<file path="src/rtl/pgfd_pkg.sv">
`timescale 1ns / 1ps
`default_nettype none

package pgfd_pkg;

  localparam logic       MODE_STORE = 1'b0;
  localparam logic       MODE_READ  = 1'b1;

  localparam logic [1:0] LINK_DISC    = 2'd0;
  localparam logic [1:0] LINK_DIGITAL = 2'd1;
  localparam logic [1:0] LINK_ANALOG  = 2'd2;
  localparam logic [1:0] LINK_CONFIG  = 2'd3;

  localparam logic [7:0] ID_DIGITAL    = 8'h41;
  localparam logic [7:0] ID_ANALOG     = 8'h73;
  localparam logic [7:0] ID_ANALOG_EXT = 8'h79;
  localparam logic [7:0] ID_CONFIG     = 8'hF3;

  localparam logic [7:0] CMD_START = 8'h01;
  localparam logic [7:0] CMD_POLL  = 8'h42;
  localparam logic [7:0] CMD_IDLE  = 8'h00;

  localparam logic [4:0] LEN_RESET    = 5'd21;
  localparam logic [4:0] LEN_DISC     = 5'd2;
  localparam logic [4:0] LEN_DIGITAL  = 5'd5;
  localparam logic [4:0] LEN_ANALOG   = 5'd9;
  localparam logic [4:0] LEN_ANALOG_X = 5'd21;
  localparam logic [4:0] LEN_CONFIG   = 5'd9;

  localparam logic [15:0] BUTTONS_RESET = 16'h00FF;

  typedef struct packed {
    logic [1:0] link;
    logic [4:0] length;
  } id_info_t;

  typedef struct packed {
    logic [7:0]  read_data;
    logic [15:0] released;
    logic [15:0] pressed;
    logic [15:0] buttons;
    logic [1:0]  link_mode;
    logic        frame_done;
    logic [7:0]  next_cmd;
  } result_t;

  function automatic id_info_t decode_id(input logic [7:0] id);
    id_info_t info;
    case (id)
      ID_DIGITAL: begin
        info.link   = LINK_DIGITAL;
        info.length = LEN_DIGITAL;
      end
      ID_ANALOG: begin
        info.link   = LINK_ANALOG;
        info.length = LEN_ANALOG;
      end
      ID_ANALOG_EXT: begin
        info.link   = LINK_ANALOG;
        info.length = LEN_ANALOG_X;
      end
      ID_CONFIG: begin
        info.link   = LINK_CONFIG;
        info.length = LEN_CONFIG;
      end
      default: begin
        info.link   = LINK_DISC;
        info.length = LEN_DISC;
      end
    endcase
    return info;
  endfunction

  function automatic logic [7:0] cmd_for(input logic [4:0] pos);
    logic [7:0] cmd;
    case (pos)
      5'd0:    cmd = CMD_START;
      5'd1:    cmd = CMD_POLL;
      default: cmd = CMD_IDLE;
    endcase
    return cmd;
  endfunction

endpackage

`default_nettype wire

</file>
<file path="src/rtl/pgfd_core.sv">
`timescale 1ns / 1ps
`default_nettype none

module pgfd_core #(
  parameter int FRAME_BYTES = 21
) (
  input  wire                  clk,
  input  wire                  rst,
  input  wire                  push,
  input  wire                  mode,
  input  wire  [7:0]           rx_byte,
  input  wire  [4:0]           read_index,
  output pgfd_pkg::result_t    res
);

  localparam int IDX_W = $clog2(FRAME_BYTES);
  localparam logic [5:0] FRAME_END = 6'(FRAME_BYTES);

  logic [4:0]  byte_position;
  logic [4:0]  frame_length;
  logic [1:0]  device_mode;
  logic [15:0] buttons_now;
  logic [15:0] buttons_before;
  logic [7:0]  store [FRAME_BYTES];

  logic [4:0]  byte_position_next;
  logic [4:0]  frame_length_next;
  logic [1:0]  device_mode_next;
  logic [15:0] buttons_now_next;
  logic [15:0] buttons_before_next;

  pgfd_pkg::id_info_t id_info;
  logic [IDX_W-1:0]   pos_idx;
  logic [4:0]         len_eff;
  logic [5:0]         pos_inc;
  logic               store_beat;
  logic               frame_end;
  logic [7:0]         byte3;
  logic [7:0]         byte4;
  logic [7:0]         read_data;
  logic [15:0]        changed;

  assign pos_idx    = byte_position[IDX_W-1:0];
  assign id_info    = pgfd_pkg::decode_id(rx_byte);
  assign store_beat = (mode == pgfd_pkg::MODE_STORE);
  assign len_eff    = (byte_position == 5'd1) ? id_info.length : frame_length;
  assign pos_inc    = {1'b0, byte_position} + 6'd1;
  assign frame_end  = (pos_inc >= {1'b0, len_eff}) || (pos_inc >= FRAME_END);

  // bytes written this beat bypass the store
  always_comb begin
    if (byte_position == 5'd3) begin
      byte3 = rx_byte;
    end else if (byte_position == 5'd0) begin
      byte3 = '0;
    end else begin
      byte3 = store[3];
    end
    if (byte_position == 5'd4) begin
      byte4 = rx_byte;
    end else if (byte_position == 5'd0) begin
      byte4 = '0;
    end else begin
      byte4 = store[4];
    end
  end

  always_comb begin
    byte_position_next  = byte_position;
    frame_length_next   = frame_length;
    device_mode_next    = device_mode;
    buttons_now_next    = buttons_now;
    buttons_before_next = buttons_before;
    read_data           = '0;
    if (store_beat) begin
      if (byte_position == 5'd1) begin
        device_mode_next  = id_info.link;
        frame_length_next = id_info.length;
      end
      if (frame_end) begin
        buttons_before_next = buttons_now;
        buttons_now_next    = {byte4, byte3};
        byte_position_next  = '0;
      end else begin
        byte_position_next  = pos_inc[4:0];
      end
    end else if (device_mode == pgfd_pkg::LINK_ANALOG &&
                 {1'b0, read_index} < FRAME_END) begin
      read_data = store[read_index[IDX_W-1:0]];
    end
  end

  assign changed = buttons_now_next ^ buttons_before_next;

  always_comb begin
    res.next_cmd   = pgfd_pkg::cmd_for(byte_position_next);
    res.frame_done = store_beat && frame_end;
    res.link_mode  = device_mode_next;
    res.buttons    = buttons_now_next;
    res.pressed    = changed & ~buttons_now_next;
    res.released   = changed & ~buttons_before_next;
    res.read_data  = read_data;
  end

  always_ff @(posedge clk) begin
    if (rst) begin
      byte_position  <= '0;
      frame_length   <= pgfd_pkg::LEN_RESET;
      device_mode    <= pgfd_pkg::LINK_DISC;
      buttons_now    <= pgfd_pkg::BUTTONS_RESET;
      buttons_before <= pgfd_pkg::BUTTONS_RESET;
    end else if (push) begin
      byte_position  <= byte_position_next;
      frame_length   <= frame_length_next;
      device_mode    <= device_mode_next;
      buttons_now    <= buttons_now_next;
      buttons_before <= buttons_before_next;
    end
  end

  // response store, cleared by the first byte of a frame
  always_ff @(posedge clk) begin
    for (int i = 0; i < FRAME_BYTES; i++) begin
      if (rst) begin
        store[i] <= '0;
      end else if (push && store_beat) begin
        if (pos_idx == IDX_W'(i)) begin
          store[i] <= rx_byte;
        end else if (byte_position == 5'd0) begin
          store[i] <= '0;
        end
      end
    end
  end

  position_in_range: assert property (@(posedge clk) disable iff (rst)
    {1'b0, byte_position} < FRAME_END)
    else $error("byte position beyond frame store");

  read_keeps_state: assert property (@(posedge clk) disable iff (rst)
    push && mode == pgfd_pkg::MODE_READ |=>
      $stable(byte_position) && $stable(device_mode) && $stable(buttons_now))
    else $error("read beat changed decoder state");

  done_restarts_frame: assert property (@(posedge clk) disable iff (rst)
    push && res.frame_done |=> byte_position == 5'd0)
    else $error("frame end did not restart position");

endmodule

`default_nettype wire

</file>
<file path="src/rtl/pgfd_out_buf.sv">
`timescale 1ns / 1ps
`default_nettype none

module pgfd_out_buf (
  input  wire                  clk,
  input  wire                  rst,
  input  wire                  in_valid,
  output logic                 in_ready,
  input  pgfd_pkg::result_t    in_data,
  output logic                 out_valid,
  input  wire                  out_ready,
  output pgfd_pkg::result_t    out_data
);

  logic              main_valid;
  logic              skid_valid;
  pgfd_pkg::result_t main_data;
  pgfd_pkg::result_t skid_data;
  logic              push;
  logic              pop;

  assign in_ready  = !skid_valid;
  assign push      = in_valid && in_ready;
  assign pop       = main_valid && out_ready;
  assign out_valid = main_valid;
  assign out_data  = main_data;

  always_ff @(posedge clk) begin
    if (rst) begin
      main_valid <= 1'b0;
      skid_valid <= 1'b0;
    end else if (pop) begin
      if (skid_valid) begin
        main_data  <= skid_data;
        skid_valid <= 1'b0;
      end else if (push) begin
        main_data  <= in_data;
      end else begin
        main_valid <= 1'b0;
      end
    end else if (push) begin
      if (!main_valid) begin
        main_data  <= in_data;
        main_valid <= 1'b1;
      end else begin
        skid_data  <= in_data;
        skid_valid <= 1'b1;
      end
    end
  end

  skid_behind_main: assert property (@(posedge clk) disable iff (rst)
    skid_valid |-> main_valid)
    else $error("skid beat held without a head beat");

  head_held_on_stall: assert property (@(posedge clk) disable iff (rst)
    main_valid && !out_ready |=> main_valid && $stable(main_data))
    else $error("stalled head beat changed");

endmodule

`default_nettype wire

</file>
<file path="src/rtl/gamepad_poll_frame_decoder_top.sv">
`timescale 1ns / 1ps
`default_nettype none

// Game-pad poll frame decoder. Each input beat either stores one response
// byte of a poll frame (tuser low) or reads back a stored byte (tuser high),
// and yields exactly one output beat: the next command byte, link mode,
// button word and pressed/released masks, the read byte, and tlast set on
// the beat that completed the frame. One beat is taken every cycle while the
// output buffer has room; the result is decoded combinationally and registered
// in a two-entry output buffer that absorbs a stalled sink.
module gamepad_poll_frame_decoder_top #(
  parameter int FRAME_BYTES = 21
) (
  input  wire         clk,
  input  wire         rst,
  input  wire         s_axis_tvalid,
  output logic        s_axis_tready,
  input  wire  [15:0] s_axis_tdata,  // rx_byte[7:0], read_index[12:8], zero pad
  input  wire         s_axis_tuser,  // mode
  output logic        m_axis_tvalid,
  input  wire         m_axis_tready,
  output logic [71:0] m_axis_tdata,  // next_cmd, link_mode, buttons, pressed,
                                     // released, read_data, zero pad
  output logic        m_axis_tlast   // frame_done
);

  pgfd_pkg::result_t res;
  pgfd_pkg::result_t out_res;
  logic              push;

  assign push = s_axis_tvalid && s_axis_tready;

  pgfd_core #(
    .FRAME_BYTES (FRAME_BYTES)
  ) u_core (
    .clk        (clk),
    .rst        (rst),
    .push       (push),
    .mode       (s_axis_tuser),
    .rx_byte    (s_axis_tdata[7:0]),
    .read_index (s_axis_tdata[12:8]),
    .res        (res)
  );

  pgfd_out_buf u_out_buf (
    .clk       (clk),
    .rst       (rst),
    .in_valid  (s_axis_tvalid),
    .in_ready  (s_axis_tready),
    .in_data   (res),
    .out_valid (m_axis_tvalid),
    .out_ready (m_axis_tready),
    .out_data  (out_res)
  );

  assign m_axis_tdata = {6'b0, out_res.read_data, out_res.released, out_res.pressed,
                         out_res.buttons, out_res.link_mode, out_res.next_cmd};
  assign m_axis_tlast = out_res.frame_done;

endmodule

`default_nettype wire
</file>
<file path="config.mk">
export PLATFORM = sky130hd
export DESIGN_NAME = gamepad_poll_frame_decoder_top
export DESIGN_NICKNAME = d
export VERILOG_FILES = /design/src/rtl/pgfd_pkg.sv /design/src/rtl/pgfd_core.sv /design/src/rtl/pgfd_out_buf.sv /design/src/rtl/gamepad_poll_frame_decoder_top.sv
export SDC_FILE = /design/constraint.sdc
export NUM_CORES = 1
export LEC_CHECK = 0
export BUFFER_PORTS_ARGS = -buffer_cell sky130_fd_sc_hd__buf_2
export CAP_MARGIN = 10
export CORE_MARGIN = 4
export CORE_UTILIZATION = 30
export DETAILED_ROUTE_END_ITERATION = 6
export GPL_TIMING_DRIVEN = 0
export PLACE_DENSITY = 0.51
export SYNTH_ARGS = -nofsm -noshare
export SYNTH_HDL_FRONTEND = slang
export SYNTH_SLANG_ARGS = --single-unit
</file>
<file path="constraint.sdc">
create_clock -name clk -period 7.45 [get_ports clk]
set_input_delay 0.745 -clock clk [delete_from_list [all_inputs] [get_ports clk]]
set_output_delay 0.745 -clock clk [all_outputs]
set_load 0.01 [all_outputs]
</file>
# Yosys cells after proc, flatten, opt, wreduce, memory -nomap -nowiden
# Memory sizes are Yosys's and may differ from the RTL's.
# Cells that the tools add are included.
# word_totals
regBits,180
ram_bits,168
out_inout_bits,75
word_cells,354
mem_count,1
# classes
addsub,1
order_cmp,3
eq_ne,29
muxes,233
bitwise_logic,49
reduce_logical,17
# mem_list
name,depth,word_bits,rd,rd_clocked_by_memory_dff,write_ports,line,rtl
u_core.store,21,8,3,0,21,pgfd_core.sv:24,logic [7:0] store [FRAME_BYTES];
# op_table
operator,count
2-to-1 mux 8 bit,47
2-to-1 mux 67 bit,5
2-to-1 mux 1 bit,170
2-to-1 mux 16 bit,4
bitwise OR 1 bit,41
"equality test 5 x 4 -> 1 bit, second input constant",8
AND 16 bit,2
NOT 16 bit,2
one-hot mux 7 bit (4 select lines),1
"equality test 5 bit, second input constant",5
"equality test 8 x 7 -> 1 bit, second input constant",3
"equality test 5 x 3 -> 1 bit, second input constant",4
XOR 16 bit,1
2-to-1 mux 5 bit,3
one-hot mux 7 bit (2 select lines),1
"equality test 5 x 1 -> 1 bit, second input constant",2
"equality test 5 x 2 -> 1 bit, second input constant",2
zero test 5 bit,2
"equality test 8 bit, second input constant",1
AND reduction 4 bit,2
"adder 5 x 1 -> 6 bit, second input constant",1
>= comparator 6 x 5 -> 1 bit,1
">= comparator 6 x 5 -> 1 bit, second input constant",1
"inequality test 2 bit, second input constant",3
11 further kinds,20

# Logic depth before layout (Yosys ltp)
# depth
ltp_word,12
depth_mapped,14
mapped_depth_nobuf,12

# Hierarchy
# A second synthesis with hierarchy kept.
# hier_totals
cells_unflattened,1196
hier_area_um2,16427.0
# modules_own_cells
module,instances,cells_each,area_per_inst_um2,seq_area_each_um2
pgfd_core,1,967,11315.9,5925.7
pgfd_out_buf,1,221,5056.1,4063.9
gamepad_poll_frame_decoder_top,1,8,55.1,0.0

# Worst setup path before layout
# Ideal clock, no wire load.
# synth_timing
path_kind,input port to flip-flop
startpoint,input rst
endpoint,register u_out_buf.skid_data[0] in the netlist's numbering (enable)
setup_time_ps,653
arrival_time_ps,7494
slack_ps,-697
stages,3
n_path_buf,2
cell_sequence,clkbuf_1 -> clkbuf_1 -> nor4b_1
# synth_between
elab_chain_len,2
# synth_lines
item,line,rtl
from (decl),gamepad_poll_frame_decoder_top.sv:15,"input wire rst,"
NOT 1 bit (no source line),n/a,
AND reduction 4 bit (no source line),n/a,
to (signal assigned),pgfd_out_buf.sv:46,skid_data <= in_data;
to (decl),pgfd_out_buf.sv:18,pgfd_pkg::result_t skid_data;
# Every way passes these cells.
# A chain may end at the register's enable or synchronous reset.

# Worst setup path in the final report
# layout_timing
startpoint,register u_core.byte_position[4]
endpoint,"register u_out_buf.main_data (netlist bit u_out_buf.out_data[13]), data pin"
# layout_between
elab_chain_len,9
elab_cells_between_ends,17
cone_classes,add/sub: 1; order compare: 2; eq/ne: 2; mux: 10; reduce/logical: 2
# layout_lines
item,line,rtl
from (decl),pgfd_core.sv:19,logic [4:0] byte_position;
from (signal assigned),pgfd_core.sv:113,byte_position <= byte_position_next;
equality test 5 x 1 -> 1 bit *,pgfd_core.sv:46,assign len_eff = (byte_position == 5'd1) ? id_info.length : frame_length;
2-to-1 mux 5 bit *,pgfd_core.sv:46,
named net u_core.len_eff[0],pgfd_core.sv:34,logic [4:0] len_eff;
>= comparator 6 x 5 -> 1 bit *,pgfd_core.sv:48,"assign frame_end = (pos_inc >= {1'b0, len_eff}) || (pos_inc >= FRAME_END);"
logical OR 1 bit *,pgfd_core.sv:48,
2-to-1 mux 16 bit *,pgfd_core.sv:80,if (frame_end) begin
2-to-1 mux 16 bit *,pgfd_core.sv:75,if (store_beat) begin
2-to-1 mux 67 bit (on tied branches),"pgfd_out_buf.sv:42, pgfd_out_buf.sv:36",
2-to-1 mux 67 bit (on tied branches),"pgfd_out_buf.sv:41, pgfd_out_buf.sv:33",
2-to-1 mux 67 bit *,pgfd_out_buf.sv:32,end else if (pop) begin
to (signal assigned),pgfd_out_buf.sv:34,main_data <= skid_data;
to (signal assigned),pgfd_out_buf.sv:37,main_data <= in_data;
to (signal assigned),pgfd_out_buf.sv:43,main_data <= in_data;
to (decl),pgfd_out_buf.sv:17,pgfd_pkg::result_t main_data;
# The timed path passes the listed nets; every way through them passes the cells marked *. The select of a mux whose other input is x is not followed.

==> flow_summary_export.csv <==
group,metric,value,unit
place,globalplace.congestion,0.839,
timing,fin_crit_sh,57.5,%
yosys,syn_area_per_cell,12.4,sq um
grt,grt_first_pass_wirelength,70.9,mm
die,dieArea,57200,sq um
power_and_ir_drop,power.switching,1.08,mW
power_and_ir_drop,p_leak,7.02,nW
grt,antenna_found_initial,0,
timing,whs,0.478,ns
yosys,synth_cell_type_count,67,
die,dieWidth,239,microns
grt,gr-total-overflow,0,
clocking,cts_hold_buffers,0,
place,dpl.hpwl,34.8,mm
yosys,ys_seq_area_share,60.1,%
clocking,cts.clk_slew.worst_paths,0.06,ns
status,status,"complete, no violations",
timing,period_needed,4.29,ns
die,rows,84,
place,io_buffer_count,77,
timing,drv_slew,0,
yosys,netlist_area,16000,sq um
power_and_ir_drop,internal_power,3.29,mW
die,fp.dieH,239,microns
die,initial_core_util,30.4,%
setup_path,arrival,4.53,ns
grt,use_met3,2.93,%
setup_path,critPathRequiredTime,7.70,ns
timing,setup_viol_count_final,0,
clocking,clockBufferDepth,3,
yosys,ys_ff_latch,336,
yosys,synth_warnings,0,
timing,worstMarginPinSlew,1.17,ns
grt,grt_max_degree,15,
setup_path,path_class,"reg2reg",
power_and_ir_drop,switching_share,24.7,%
detailed_routing,dr.pass1.iters,5,
timing,slew_headroom,21.2,%
clocking,cts_root_buf,"clkbuf_16",
timing,clock_skew,0.0307,ns
job,drv_cap,0,
grt,grt_util_all_layers,16.5,%
grt,use_met1,21.9,%
grt,busiest_layer,"met2",
final_layout,multi_input_comb_area,5860,sq um
power_and_ir_drop,vdd_drop_max,0.128,mV
detailed_routing,viasPerCell,5.16,
hold_path,hp-class,"reg2reg",
timing,rsz0062_at_grt,"false",
power_and_ir_drop,cellPowerDensity,234,nW/um^2
grt,met2_usage,27.3,%
power_and_ir_drop,seqPwrFrac,49.3,%
die,coreArea,52800,sq um
clocking,cts_resized,0,
yosys,async_reset_ff_share,0,%
yosys,netlist_instances,1291,
yosys,synthFlopType,"edfxtp_1",
detailed_routing,num_vias,11100,
timing,max_freq,233,MHz
detailed_routing,post_drt_wl_per_cell,22.2,microns
detailed_routing,drt_iter0_markers,998,
setup_path,crit_fanout,10,
final_layout,seq_area,9630,sq um
detailed_routing,wl,47.9,mm
clocking,clk_latency,0.58,ns
clocking,htree_levels,2,
detailed_routing,ant_nets,0,
power_and_ir_drop,pwr-share-comb,8.8,%
power_and_ir_drop,p_total,4.37,mW
setup_path,cp-end-kind,"flop",
final_layout,fillCellCount,5231,
timing,hold_viol,0,
final_layout,synthToLayoutAreaGrowth,16.8,%
clocking,cts-buffers-inserted,38,
grt,grt_pass1_vias,11000,
power_and_ir_drop,clock_power_share,41.8,%
setup_path,cp-start-kind,"flop",
clocking,cts.sinks,336,
yosys,synth_edf_count,290,
final_layout,layout-drive-gt1-share,20.2,%
clocking,cts_tree,"built",
detailed_routing,drcViolationCount,0,
clocking,post_cts_buffers,0,
final_layout,nets,1468,
die,pin_count,96,
[flip-flops by register name, summed over array words and instances, names as in the netlist]
name	flops
u_out_buf.skid_data	61
u_out_buf.skid_valid	1
u_core.store	168
u_core.device_mode	2
u_core.buttons_before	16
u_core.frame_length	5
u_core.buttons_now	16
u_core.byte_position	5
u_out_buf.out_data	61
u_out_buf.out_valid	1
[placed cells by master, fill, tap and decap left out, drive strengths merged, types with 9 or more instances in the layout]
cell / n
edfxtp: 290
and2: 147
buf: 143
clkbuf: 115
o21ai: 86
nor2: 71
nand2: 66
a21oi: 57
dfxtp: 46
and3: 42
mux4: 40
nor2b: 33
nand3: 30
mux2: 29
a31oi: 26
a211oi: 20
clkinv: 18
mux2i: 17
or4: 16
o211ai: 15
nor3: 15
a31o: 12
inv: 12
conb: 11
o31ai: 11
ha: 10
nand4: 9
[power by group through the flow]
stage               combinational (mW)  clock (mW)  sequential [mW]
CTS                              0.384        1.87             2.16
global placement                 0.371           0             2.20
detailed placement               0.383           0             2.20
finish                           0.386        1.83             2.16
global route                     0.415        1.95             2.16
floorplan                        0.223           0             2.20
[worst paths after layout]
path              depth (start not counted)                    start                      to  slack [ns]
setup / recovery                         14  u_core.byte_position[4]  u_out_buf.out_data[13]        3.17
hold / removal                            2    u_core.device_mode[0]   u_core.device_mode[0]        0.48
setup reg to reg                         14  u_core.byte_position[4]  u_out_buf.out_data[13]        3.17
hold reg to reg                           2    u_core.device_mode[0]   u_core.device_mode[0]        0.48
[layout make-up]
cell class / count / area share [%]
sequential: 336 / 51.5
clock inverter: 25 / 1.04
buffer: 117 / 3.00
inverter: 11 / 0.221
tap: 688 / 4.60
antenna: 1 / 0.0134
multi-input combinational: 837 / 31.3
timing repair buffer: 96 / 3.03
clock buffer: 45 / 5.34
[stage by stage]
step	setup TNS [ns]	util [%]	cells	setup slack [ns]	instance area, sq um
2_1_floorplan	0	-	1301	1.51	16100
3_3_place_gp	-38.39	32.8	2066	-0.642	17300
3_5_place_dp	0	33.1	2078	2.91	17500
4_1_cts	0	35.4	2148	3.26	18700
5_1_grt	0	35.5	2155	2.95	18700
6_report	0	35.5	2156	3.17	18700
[worst max-delay path, stage by stage (launching register included)]
cell and delay (ns):
dfxtp_1 0.34, buf_2 0.22, nor3_1 0.42, and2_1 0.20, clkbuf_1 0.23, nand2_1 0.11
o22a_1 0.21, ha_1 0.28, nand2b_1 0.16, a2111oi_2 0.58, o211ai_1 0.24, buf_2 0.24
buf_2 0.20, a21oi_1 0.29, o21ai_0 0.23
[Yosys cell counts, drive strengths merged, types with 12 or more instances]
library cell	number	area share, %
dfxtp	46	5.7
and2	147	5.7
mux2i	17	1.1
nand2	66	1.6
a211oi	20	0.94
and3	42	1.6
nor3	15	0.60
nor2	71	1.8
mux2	29	2.0
a31o	12	0.66
a21oi	57	1.8
edfxtp	290	54
buf	49	1.9
or4	16	0.77
mux4	40	5.6
o211ai	15	0.70
nor2b	33	1.3
nand3	30	0.97
a31oi	26	1.0
o21ai	86	2.7
clkbuf	68	1.6
[layer usage]
metal / vias to the layer above / part of all wire [%]
met5: - / 0
met4: 0 / 3.2
met3: 65 / 6.1
met2: 361 / 48
met1: 5570 / 43
li1: 5130 / -
[logic make-up (layout without fill, tap and decap cells)]
group / Yosys count / after routing / share of synthesized area, %
XOR/XNOR: 2 / 2 / 0.109
other: 1 / 12 / 0.0234
multiplexers: 86 / 86 / 8.72
AO/OA/AOI/OAI: 273 / 273 / 10.7
buffers and inverters: 128 / 294 / 3.76
AND/OR/NAND/NOR: 455 / 455 / 15.9
flip-flops: 336 / 336 / 60.1
adder cells (fa/ha/maj): 10 / 10 / 0.781
No activity file was read; power rests on OpenSTA's default activity.
